<file path="src/hw/rtl/fcc_pkg.sv">
// ----------------------------------------------------------------------------
// fcc_pkg
// Shared types, constants and the CRC-16/MODBUS byte update for the framed
// packet checker.
// ----------------------------------------------------------------------------
package fcc_pkg;

    // frame layout
    localparam int ID_BYTES         = 16;
    localparam int FAULT_SCAN_BYTES = 16;

    // field counter positions inside the fixed header fields, and the payload scan bound
    localparam logic [7:0] CNT_CMD     = 8'(ID_BYTES);
    localparam logic [7:0] CNT_ADDR_HI = 8'(ID_BYTES + 1);
    localparam logic [7:0] CNT_ADDR_LO = 8'(ID_BYTES + 2);
    localparam logic [7:0] CNT_LEN     = 8'(ID_BYTES + 3);
    localparam logic [7:0] CNT_SCAN    = 8'(FAULT_SCAN_BYTES);

    // crc constants
    localparam logic [15:0] CRC_INIT = 16'hFFFF;
    localparam logic [15:0] CRC_POLY = 16'hA001;

    // register reset values
    localparam logic [7:0]  HEADER_RESET = 8'hAA;
    localparam logic [15:0] FAULT_RESET  = 16'h0090;

    // noise nibble
    localparam logic [3:0] NOISE_NIBBLE = 4'hF;

    // queue between front and back
    localparam int QDEPTH = 4;
    localparam int QAW    = $clog2(QDEPTH);

    // configuration register indexes
    localparam logic CFG_HEADER = 1'b0;
    localparam logic CFG_FAULT  = 1'b1;

    typedef enum logic [2:0] {
        PH_HUNT,
        PH_FIELDS,
        PH_PAYLOAD,
        PH_CRC_LO,
        PH_CRC_HI,
        PH_DONE
    } t_phase;

    typedef enum logic [2:0] {
        ST_OK        = 3'd0,
        ST_NO_HEADER = 3'd1,
        ST_TRUNCATED = 3'd2,
        ST_CRC_BAD   = 3'd3,
        ST_NOISE     = 3'd4
    } t_status;

    // one classified byte as it travels through the queue
    typedef struct packed {
        logic [7:0] rx_byte;
        logic       last;
        logic       force_fwd;
        logic       hdr_hit;
        logic       noise;
    } t_item;

    // one chunk result
    typedef struct packed {
        t_status     status;
        logic [7:0]  command;
        logic [15:0] frame_address;
        logic        forward;
        logic        fault_frame;
    } t_result;

    // reflected crc-16 update over one byte
    function automatic logic [15:0] crc16_byte(input logic [15:0] crc, input logic [7:0] b);
        logic [15:0] c;
        c = crc ^ {8'h00, b};
        for (int n = 0; n < 8; n++) begin
            if (c[0]) begin
                c = (c >> 1) ^ CRC_POLY;
            end else begin
                c = c >> 1;
            end
        end
        return c;
    endfunction

endpackage

</file>
<file path="src/hw/rtl/fcc_back.sv">
// ----------------------------------------------------------------------------
// fcc_back
// Frame parser: walks the frame fields, runs the CRC, screens the payload
// and registers one result at the end of each chunk.
// ----------------------------------------------------------------------------
module fcc_back
    import fcc_pkg::*;
(
    input  logic        i_clk,
    input  logic        i_rst_n,
    input  logic        i_q_valid,
    input  t_item       i_q_item,
    output logic        o_pop,
    input  logic [15:0] i_fault_address,
    output logic        o_out_valid,
    input  logic        i_out_stall,
    output t_result     o_result
);

    t_phase      r_phase;
    t_phase      n_phase;
    logic [7:0]  r_count;
    logic [7:0]  n_count;
    logic [15:0] r_crc;
    logic [15:0] n_crc;
    logic [7:0]  r_cmd;
    logic [7:0]  n_cmd;
    logic [15:0] r_addr;
    logic [15:0] n_addr;
    logic [7:0]  r_len;
    logic [7:0]  n_len;
    logic [7:0]  r_crc_lo;
    logic [7:0]  n_crc_lo;
    logic        r_nonzero;
    logic        n_nonzero;
    logic        r_good;
    logic        n_good;
    logic        r_out_valid;
    t_result     r_result;
    t_result     w_result;
    logic        w_out_free;
    logic        w_is_fault;
    logic [7:0]  w_b;

    assign w_b        = i_q_item.rx_byte;
    assign w_out_free = !r_out_valid || !i_out_stall;
    // a chunk end needs a free result slot
    assign o_pop      = i_q_valid && (!i_q_item.last || w_out_free);

    // next phase
    always_comb begin
        n_phase = r_phase;
        case (r_phase)
            PH_HUNT: begin
                if (i_q_item.hdr_hit) begin
                    n_phase = PH_FIELDS;
                end
            end
            PH_FIELDS: begin
                if (r_count == CNT_LEN) begin
                    n_phase = (w_b == 8'd0) ? PH_CRC_LO : PH_PAYLOAD;
                end
            end
            PH_PAYLOAD: begin
                if (({1'b0, r_count} + 9'd1) >= {1'b0, r_len}) begin
                    n_phase = PH_CRC_LO;
                end
            end
            PH_CRC_LO: n_phase = PH_CRC_HI;
            PH_CRC_HI: n_phase = PH_DONE;
            PH_DONE:   n_phase = PH_DONE;
            default:   n_phase = PH_HUNT;
        endcase
    end

    // field capture, crc and payload screen
    always_comb begin
        n_count   = r_count;
        n_crc     = r_crc;
        n_cmd     = r_cmd;
        n_addr    = r_addr;
        n_len     = r_len;
        n_crc_lo  = r_crc_lo;
        n_nonzero = r_nonzero;
        n_good    = r_good;
        case (r_phase)
            PH_HUNT: begin
                if (i_q_item.hdr_hit) begin
                    n_crc   = crc16_byte(CRC_INIT, w_b);
                    n_count = 8'd0;
                end
            end
            PH_FIELDS: begin
                n_crc   = crc16_byte(r_crc, w_b);
                n_count = r_count + 8'd1;
                if (r_count == CNT_CMD) begin
                    n_cmd = w_b;
                end else if (r_count == CNT_ADDR_HI) begin
                    n_addr = {w_b, r_addr[7:0]};
                end else if (r_count == CNT_ADDR_LO) begin
                    n_addr = {r_addr[15:8], w_b};
                end else if (r_count == CNT_LEN) begin
                    n_len   = w_b;
                    n_count = 8'd0;
                end
            end
            PH_PAYLOAD: begin
                n_crc   = crc16_byte(r_crc, w_b);
                n_count = r_count + 8'd1;
                if ((r_count < CNT_SCAN) && (w_b != 8'd0)) begin
                    n_nonzero = 1'b1;
                end
            end
            PH_CRC_LO: begin
                n_crc_lo = w_b;
            end
            PH_CRC_HI: begin
                n_good = ({w_b, r_crc_lo} == r_crc);
            end
            default: begin
            end
        endcase
    end

    // chunk result from the state after this byte
    always_comb begin
        w_is_fault = (n_addr == i_fault_address);
        w_result   = '0;
        if (i_q_item.noise) begin
            w_result.status = ST_NOISE;
        end else if (n_phase == PH_HUNT) begin
            w_result.status = ST_NO_HEADER;
        end else if (n_phase != PH_DONE) begin
            w_result.status = ST_TRUNCATED;
        end else if (!n_good) begin
            w_result.status = ST_CRC_BAD;
        end else begin
            w_result.status        = ST_OK;
            w_result.command       = n_cmd;
            w_result.frame_address = n_addr;
            w_result.forward       = i_q_item.force_fwd || !w_is_fault || n_nonzero;
            w_result.fault_frame   = w_is_fault;
        end
    end

    // parser control state, cleared at each chunk end
    always_ff @(posedge i_clk) begin
        if (!i_rst_n) begin
            r_phase   <= PH_HUNT;
            r_nonzero <= 1'b0;
        end else if (o_pop) begin
            if (i_q_item.last) begin
                r_phase   <= PH_HUNT;
                r_nonzero <= 1'b0;
            end else begin
                r_phase   <= n_phase;
                r_nonzero <= n_nonzero;
            end
        end
    end

    // parser datapath
    always_ff @(posedge i_clk) begin
        if (o_pop) begin
            r_count  <= n_count;
            r_crc    <= n_crc;
            r_cmd    <= n_cmd;
            r_addr   <= n_addr;
            r_len    <= n_len;
            r_crc_lo <= n_crc_lo;
            r_good   <= n_good;
        end
    end

    // result register
    always_ff @(posedge i_clk) begin
        if (!i_rst_n) begin
            r_out_valid <= 1'b0;
        end else if (o_pop && i_q_item.last) begin
            r_out_valid <= 1'b1;
        end else if (!i_out_stall) begin
            r_out_valid <= 1'b0;
        end
    end

    always_ff @(posedge i_clk) begin
        if (o_pop && i_q_item.last) begin
            r_result <= w_result;
        end
    end

    assign o_out_valid = r_out_valid;
    assign o_result    = r_result;

    // parser checks
    a_chunk_restart : assert property (@(posedge i_clk) disable iff (!i_rst_n)
        (o_pop && i_q_item.last) |=> (r_phase == PH_HUNT && !r_nonzero))
        else $error("parser not restarted after chunk end");
    a_no_result_overrun : assert property (@(posedge i_clk) disable iff (!i_rst_n)
        (o_pop && i_q_item.last) |-> w_out_free)
        else $error("result overwritten while held");
    a_crc_hi_follows : assert property (@(posedge i_clk) disable iff (!i_rst_n)
        (o_pop && !i_q_item.last && r_phase == PH_CRC_LO) |=> (r_phase == PH_CRC_HI))
        else $error("crc high byte phase skipped");

endmodule

</file>
<file path="config.mk">
export PLATFORM = sky130hd
export DESIGN_NAME = fcc_back
export DESIGN_NICKNAME = d
export VERILOG_FILES = /design/src/hw/rtl/fcc_pkg.sv /design/src/hw/rtl/fcc_back.sv
export SDC_FILE = /design/constraint.sdc
export NUM_CORES = 1
export LEC_CHECK = 0
export BUFFER_PORTS_ARGS = -buffer_cell sky130_fd_sc_hd__buf_2
export CORE_ASPECT_RATIO = 1.25
export CORE_MARGIN = 2
export CORE_UTILIZATION = 30
export CTS_CLUSTER_DIAMETER = 60
export DETAILED_ROUTE_END_ITERATION = 16
export PLACE_DENSITY = 0.46
export SETUP_SLACK_MARGIN = 0.3
export SYNTH_ARGS = -nofsm -noshare
export SYNTH_HDL_FRONTEND = slang
export SYNTH_SLANG_ARGS = --single-unit
</file>
<file path="constraint.sdc">
create_clock -name i_clk -period 5.1 [get_ports i_clk]
set_clock_uncertainty 0.1 [all_clocks]
set_input_delay 0 -clock i_clk [delete_from_list [all_inputs] [get_ports i_clk]]
set_output_delay 0 -clock i_clk [all_outputs]
set_load 0.05 [all_outputs]
</file>
==> results of run 1 <==
## critical path, cell delays in order (launching register included)
cell,delay [ps]
edfxtp_1,430
ha_1,230
nand3_1,130
nor2_1,210
xor2_1,220
ha_1,280
a21oi_1,120
nor2b_1,60
a311oi_1,250
o21ai_0,210
a21oi_1,240
o31ai_1,80
dlygate4sd3_1,540
and2_1,150
## cell families (layout without fill, tap and decap cells)
logic type	Yosys count	count (layout)	synth area share, %
muxes	13	13	2.53
adders and majority gates	16	16	3.90
DFF	99	99	56.9
and+or+nand+nor	120	120	13.5
buffers and inverters	56	134	4.22
xor gates and xnor gates	76	76	13.2
AOI/OAI and AO/OA	48	48	5.68
## cells in the mapped netlist (all sizes together), types with 5 or more instances
cell / count
nand4: 10
edfxtp: 94
xnor2: 41
ha: 16
nor2: 23
nor2b: 16
xor2: 34
a21oi: 12
clkbuf: 15
nand3: 9
nor3: 6
nand2b: 6
inv: 38
mux2i: 13
o21ai: 19
and3: 7
dfxtp: 5
nand2: 25
## sequential cells by signal, indices dropped and copies added, names as in the netlist
signal       cells
o_out_valid      1
o_result        29
r_addr          16
r_cmd            8
r_count          8
r_crc           16
r_crc_lo         8
r_good           1
r_len            8
r_nonzero        1
r_phase          3
## power by group
| part | switching, W | internal [W] | leakage [nW] |
|---|---|---|---|
| sequential | 0.0000222 | 0.000931 | 0.926 |
| clock | 0.000304 | 0.000509 | 0.176 |
| combinational | 0.000147 | 0.0000965 | 1.35 |
## per-stage QoR
stage	util (%)	std cells	hold slack (ps)
2_1_floorplan	-	428	-1.13
3_3_place_gp	33.9	696	155
3_5_place_dp	33.9	696	155
4_1_cts	36.9	726	60.5
5_1_grt	36.9	726	110
6_report	36.9	726	75.6
## cells in the final DEF (no fill, tap or decap), types with 2 or more instances in the layout
master and n:
nor4_2 2, and3_1 7, xor2_1 34, nand4_1 8, nand2_1 25, xnor2_1 41
buf_4 4, dfxtp_1 5, nand3_1 9, buf_2 62, nor2_1 22, a21oi_1 12
nor2b_1 16, nor3b_1 2, inv_1 37, o21ai_0 19, nor3_1 5, and2_1 4
bufinv_16 3, clkbuf_16 9, a311oi_1 2, nand2b_1 6, a31oi_1 2, clkbuf_8 2
a21o_1 2, a211oi_1 2, mux2i_1 13, edfxtp_1 94, dlygate4sd3_1 14, ha_1 16
## final cells by class
cell class | count | area, um^2
flip-flops and latches | 99 | 2920
repair buffers | 80 | 480
clock inverters | 5 | 108
inverters | 38 | 143
clock buffers | 11 | 253
multi-input cells | 273 | 2010
well taps | 220 | 275
fillers | 1650 | 10600
## path summary, 6_finish.rpt
path / startpoint / endpoint / slack [ps]
worst max register to register: r_count[0] / r_phase[0] / 1730
worst min-delay path: i_q_valid / r_phase[1] / 80
worst max-delay path: r_count[0] / r_phase[0] / 1730
worst min register to register: o_out_valid / o_out_valid / 450
## metal layers
metal	vias to the layer above	global-route usage [%]	wire length [um]	share of wire, %
met4	0	5.06	231	1.9
met3	15	2.99	465	3.9
li1	1643	-	-	-
met1	1597	17.8	5340	45
met2	64	23.3	5850	49
met5	-	0	0	0
## what timing repair did
item,in CTS,in global routing
hold endpoints to repair,26,0
setup buffers,0,0
hold buffers,14,0
==> flow_metrics.tcl, run 1 <==
set metrics [dict create \
    initial_core_util_pct 30.6 \
    clockRootBuffer "clkbuf_16" \
    hold_path.class "in -> reg" \
    required_ps 5250 \
    power_w 0.00201 \
    grt_max_degree 32 \
    cp-end-kind "register" \
    cts_buffer_depth 2 \
    status "complete, no violations" \
    syn_to_final_growth_pct 20.6 \
    powerDensity_nw_per_um2 325 \
    yosys.area.top_type_share_pct 55.0 \
    setup_viol 0 \
    via_per_inst 4.57 \
    synth-seq-cells 99 \
    die_x_um 121 \
    htree_levels 3 \
    synthArstFlopShare_pct 0 \
    post-synth-top-area-cell "edfxtp_1" \
    drv_cap 0 \
    gr-total-overflow 0 \
    period_share_pct 66.0 \
    io_pins 63 \
    syn_avg_cell_area_um2 12.0 \
    grt_use_total_pct 14.0 \
    critPathArrivalTime_ps 3510 \
    vias 3319 \
    clkTransAtPathRegs_ps 70 \
    first_iter_violations 213 \
    die_area_um2 18200 \
    grt_pass1_vias 3458 \
    place.gp.congestion 0.809 \
    tightest_slew_ps 948 \
    core_area_um2 16800 \
    dpl-instance-area_um2 5690 \
    cts_buffers 9 \
    rows 53 \
    hold_viol_final 0 \
    final-max-slew-violation-count 0 \
    yosys-top-cells-area "edfxtp_1 (55%), xnor2_1 (7.0%), xor2_1 (5.8%)" \
    yosys_warnings 0 \
    setup.worst_path.class "reg -> reg" \
    post-place-ws_ps 1770 \
    slew_headroom_pct 36.7 \
    clock_latency_ps 350 \
    ant_nets 0 \
    synth-main-ff-cell "edfxtp_1" \
    syn_area_um2 5130 \
    synth_cells 428 \
    rsz0062_at_grt "false" \
    n_antenna_cell 0 \
    nets 549 \
    rr_worst_depth 13 \
    fmax_mhz 297 \
    synth_fp_nets 476 \
    cts.sinks 99 \
    yosysUniqueCellTypes 50 \
    drt_wl_total_um 11900 \
    finalSetupTns_ps 0 \
    cts_tree "done" \
    grt_first_pass_wirelength_um 19100 \
    ys_seq_area_share_pct 56.9 \
    dr.pass1.iters 4 \
    synth_edf_count 94 \
    antenna_found_initial 0 \
    leakagePower_nw 2.46 \
    peakVddDrop_mv 0.166 \
    postLayoutCellArea_um2 6190 \
    holdPathStages 5 \
    drc_errors 0 \
    hpwlAfterDp_um 8590 \
    cts_resized 0 \
    min_period_ps 3370 \
    drive_above_1_share_pct 18.6 \
    worstPathMaxFanout 5 \
    wl_per_cell_um 16.4 \
    portBuffers 62 \
    fp.dieH_um 150 \
    fin_ws_ps 1730 \
    startpoint_type "register" \
]
(Power assumes the default switching activity.)
==> run 2, diff against run 1 <==
--- a/config.mk
+++ b/config.mk
@@ -5,13 +5,14 @@
 export SDC_FILE = /design/constraint.sdc
 export NUM_CORES = 1
 export LEC_CHECK = 0
+export ABC_AREA = 1
 export BUFFER_PORTS_ARGS = -buffer_cell sky130_fd_sc_hd__buf_2
 export CORE_ASPECT_RATIO = 1.25
 export CORE_MARGIN = 2
 export CORE_UTILIZATION = 30
 export CTS_CLUSTER_DIAMETER = 60
 export DETAILED_ROUTE_END_ITERATION = 16
-export PLACE_DENSITY = 0.46
+export PLACE_DENSITY = 0.44
 export SETUP_SLACK_MARGIN = 0.3
 export SYNTH_ARGS = -nofsm -noshare
 export SYNTH_HDL_FRONTEND = slang
==> constraint.sdc (replaced) <==
create_clock -name i_clk -period 3.1 [get_ports i_clk]
set_clock_uncertainty 0.1 [all_clocks]
set_input_delay 0 -clock i_clk [delete_from_list [all_inputs] [get_ports i_clk]]
set_output_delay 0 -clock i_clk [all_outputs]
set_load 0.05 [all_outputs]
==> flow_metrics.tcl, run 2 <==
set metrics [dict create \
    tightest_slew_ps 759 \
    powerDensity_nw_per_um2 482 \
    nets 767 \
    syn_area_um2 5660 \
    n_antenna_cell 0 \
    synthTopCellsByCount "nand2_1 (156), inv_1 (109), edfxtp_1 (94)" \
    grt_max_degree 30 \
    grt_first_pass_wirelength_um 24200 \
    critPathArrivalTime_ps 2590 \
    ant_nets 0 \
    fmax_mhz 388 \
    drive_above_1_share_pct 16.7 \
    rows 56 \
    vias 4325 \
    initial_core_util_pct 30.4 \
    post-synth-top-area-cell "edfxtp_1" \
    rsz0062_at_grt "false" \
    first_iter_violations 191 \
    leakagePower_nw 3.06 \
    die_area_um2 20000 \
    syn_to_final_growth_pct 19.5 \
    cts_tree "done" \
    fp.dieH_um 158 \
    wl_per_cell_um 15.6 \
    cts_buffers 9 \
    yosys.area.top_type_share_pct 49.9 \
    synthArstFlopShare_pct 0 \
    power_w 0.00326 \
    synth_cells 634 \
    setup_viol 0 \
    cts_buffer_depth 2 \
    holdPathStages 5 \
    portBuffers 62 \
    synth-seq-cells 99 \
    worstPathMaxFanout 13 \
    clock_latency_ps 360 \
    p_seq_share_pct 47.8 \
    drt_wl_total_um 14900 \
    htree_levels 3 \
    p_switching_w 0.000861 \
    drc_errors 0 \
    drv_cap 0 \
    hold_viol_final 0 \
    finalSetupTns_ps 0 \
    yosysUniqueCellTypes 36 \
    fillers 1911 \
    grt_pass1_vias 4429 \
    setup.worst_path.class "reg -> reg" \
    p_sw_share_pct 26.4 \
    io_pins 63 \
    hold_path.class "in -> reg" \
    layout_commonest_cell "nand2_1" \
    reg2reg_to "o_result[1]" \
    grt_use_total_pct 15.8 \
    yosys-top-cells-area "edfxtp_1 (50%), nand2_1 (10%), inv_1 (7.2%)" \
    status "complete, no violations" \
    p_int_w 0.00240 \
    core_area_um2 18600 \
    regToRegSetupSlack_ps 520 \
    hold_start "i_out_stall" \
    cts.sinks 99 \
    worst_hold_path.endpoint "r_phase[0]" \
    min_period_ps 2580 \
    syn_avg_cell_area_um2 8.92 \
    largest_reg_flops 29 \
    dr.pass1.iters 5 \
    slew_headroom_pct 49.2 \
    final-max-slew-violation-count 0 \
    clkPwrFrac_pct 37.8 \
    synth_fp_nets 682 \
    peakVddDrop_mv 0.283 \
    gr-total-overflow 0 \
    ys_seq_area_share_pct 51.7 \
    die_x_um 127 \
    yosys_warnings 0 \
    synth.most_common_cell "nand2_1" \
    place.gp.congestion 0.833 \
    required_ps 3110 \
    hpwlAfterDp_um 11200 \
    final_cell_mix "nand2_1 (156), inv_1 (108), edfxtp_1 (94), buf_2 (62)" \
    clkTransAtPathRegs_ps 70 \
    period_share_pct 83.2 \
    combPwrFrac_pct 14.3 \
    cp-end-kind "register" \
    via_per_inst 4.52 \
    antenna_found_initial 0 \
    synth_edf_count 94 \
    synth-main-ff-cell "edfxtp_1" \
    clockRootBuffer "clkbuf_16" \
    startpoint_type "register" \
    timing.rr.start "r_count[0]" \
    rr_worst_depth 18 \
]
[run 2: per-stage QoR]
| stage | utilization, % | instance area [um^2] | setup WS (ps) | instances | hold WS, ps |
|---|---|---|---|---|---|
| floorplan | - | 5670 | 299 | 634 | -2.37 |
| global placement | 33.5 | 6230 | 370 | 920 | 105 |
| detailed placement | 33.5 | 6230 | 379 | 920 | 111 |
| CTS | 35.9 | 6700 | 355 | 951 | 65.3 |
| global route | 36.3 | 6760 | 334 | 956 | 130 |
| finish | 36.3 | 6760 | 520 | 956 | 74.3 |
[run 2: cell families (layout without fill, tap and decap cells)]
logic type               count (synthesis)  after routing  share of synthesized area (%)
flip-flops                              99             99                           51.7
AND/OR/NAND/NOR                        312            312                           25.7
adder cells (fa/ha/maj)                 16             16                           3.54
buffers and inverters                  131            221                           9.51
XOR/XNOR                                36             36                           5.57
AO/OA/AOI/OAI                           40             40                           3.98
[run 2: worst max-delay path, cell delays in order, from the launching register on]
cell      delay (ps)
edfxtp_1         420
inv_1            110
ha_1             240
inv_1             60
nor2_1            40
nand2_1          110
nand2_1          120
nor2_4           150
buf_12           140
buf_4            120
nand2_2           50
nand3b_1          80
nand2_1           70
nor2_1           110
nand2_1          100
nor2_2           130
nand3_1           70
nand2_1           70
inv_1             40
[run 2: worst max path at each step]
stage | from | end | cells past startpoint
final | r_count[0] | o_result[1] | 18
after CTS | r_count[0] | o_result[1] | 15
after detailed placement | r_count[0] | o_result[1] | 15
after global placement | r_count[1] | o_result[1] | 15
after global routing | r_count[1] | o_result[1] | 15
after floorplan | o_out_valid | o_result[0] | 5
[run 2: per-layer routing]
metal	GRT usage [%]	vias to the layer above	part of all wire (%)
li1	-	2201	-
met1	20.2	2036	46
met2	27.1	78	49
met3	2.65	10	3.4
met4	5.34	0	1.3
met5	0	-	0
[run 2: power groups by stage]
stage,combinational [W],sequential (W),clock [W]
global placement,0.000452,0.00159,0
finish,0.000467,0.00156,0.00123
global route,0.000531,0.00157,0.00131
CTS,0.000471,0.00156,0.00126
detailed placement,0.000454,0.00159,0
floorplan,0.000272,0.00163,0
[run 2: layout make-up]
class	count	area [um^2]	area share (%)
repair buffers	90	583	8.62
multi-input cells	404	2210	32.7
well taps	232	290	4.29
clock inverters	7	90.1	1.33
flip-flops and latches	99	2920	43.2
inverters	115	435	6.44
clock buffers	9	225	3.33
[run 2: what timing repair did]
action                                  4_1_cts  5_1_grt
endpoints found under the hold margin        23        0
endpoints found under the setup margin        0        4
setup buffers                                 0        5
gates resized for setup                       0        2
hold buffers                                 15        0
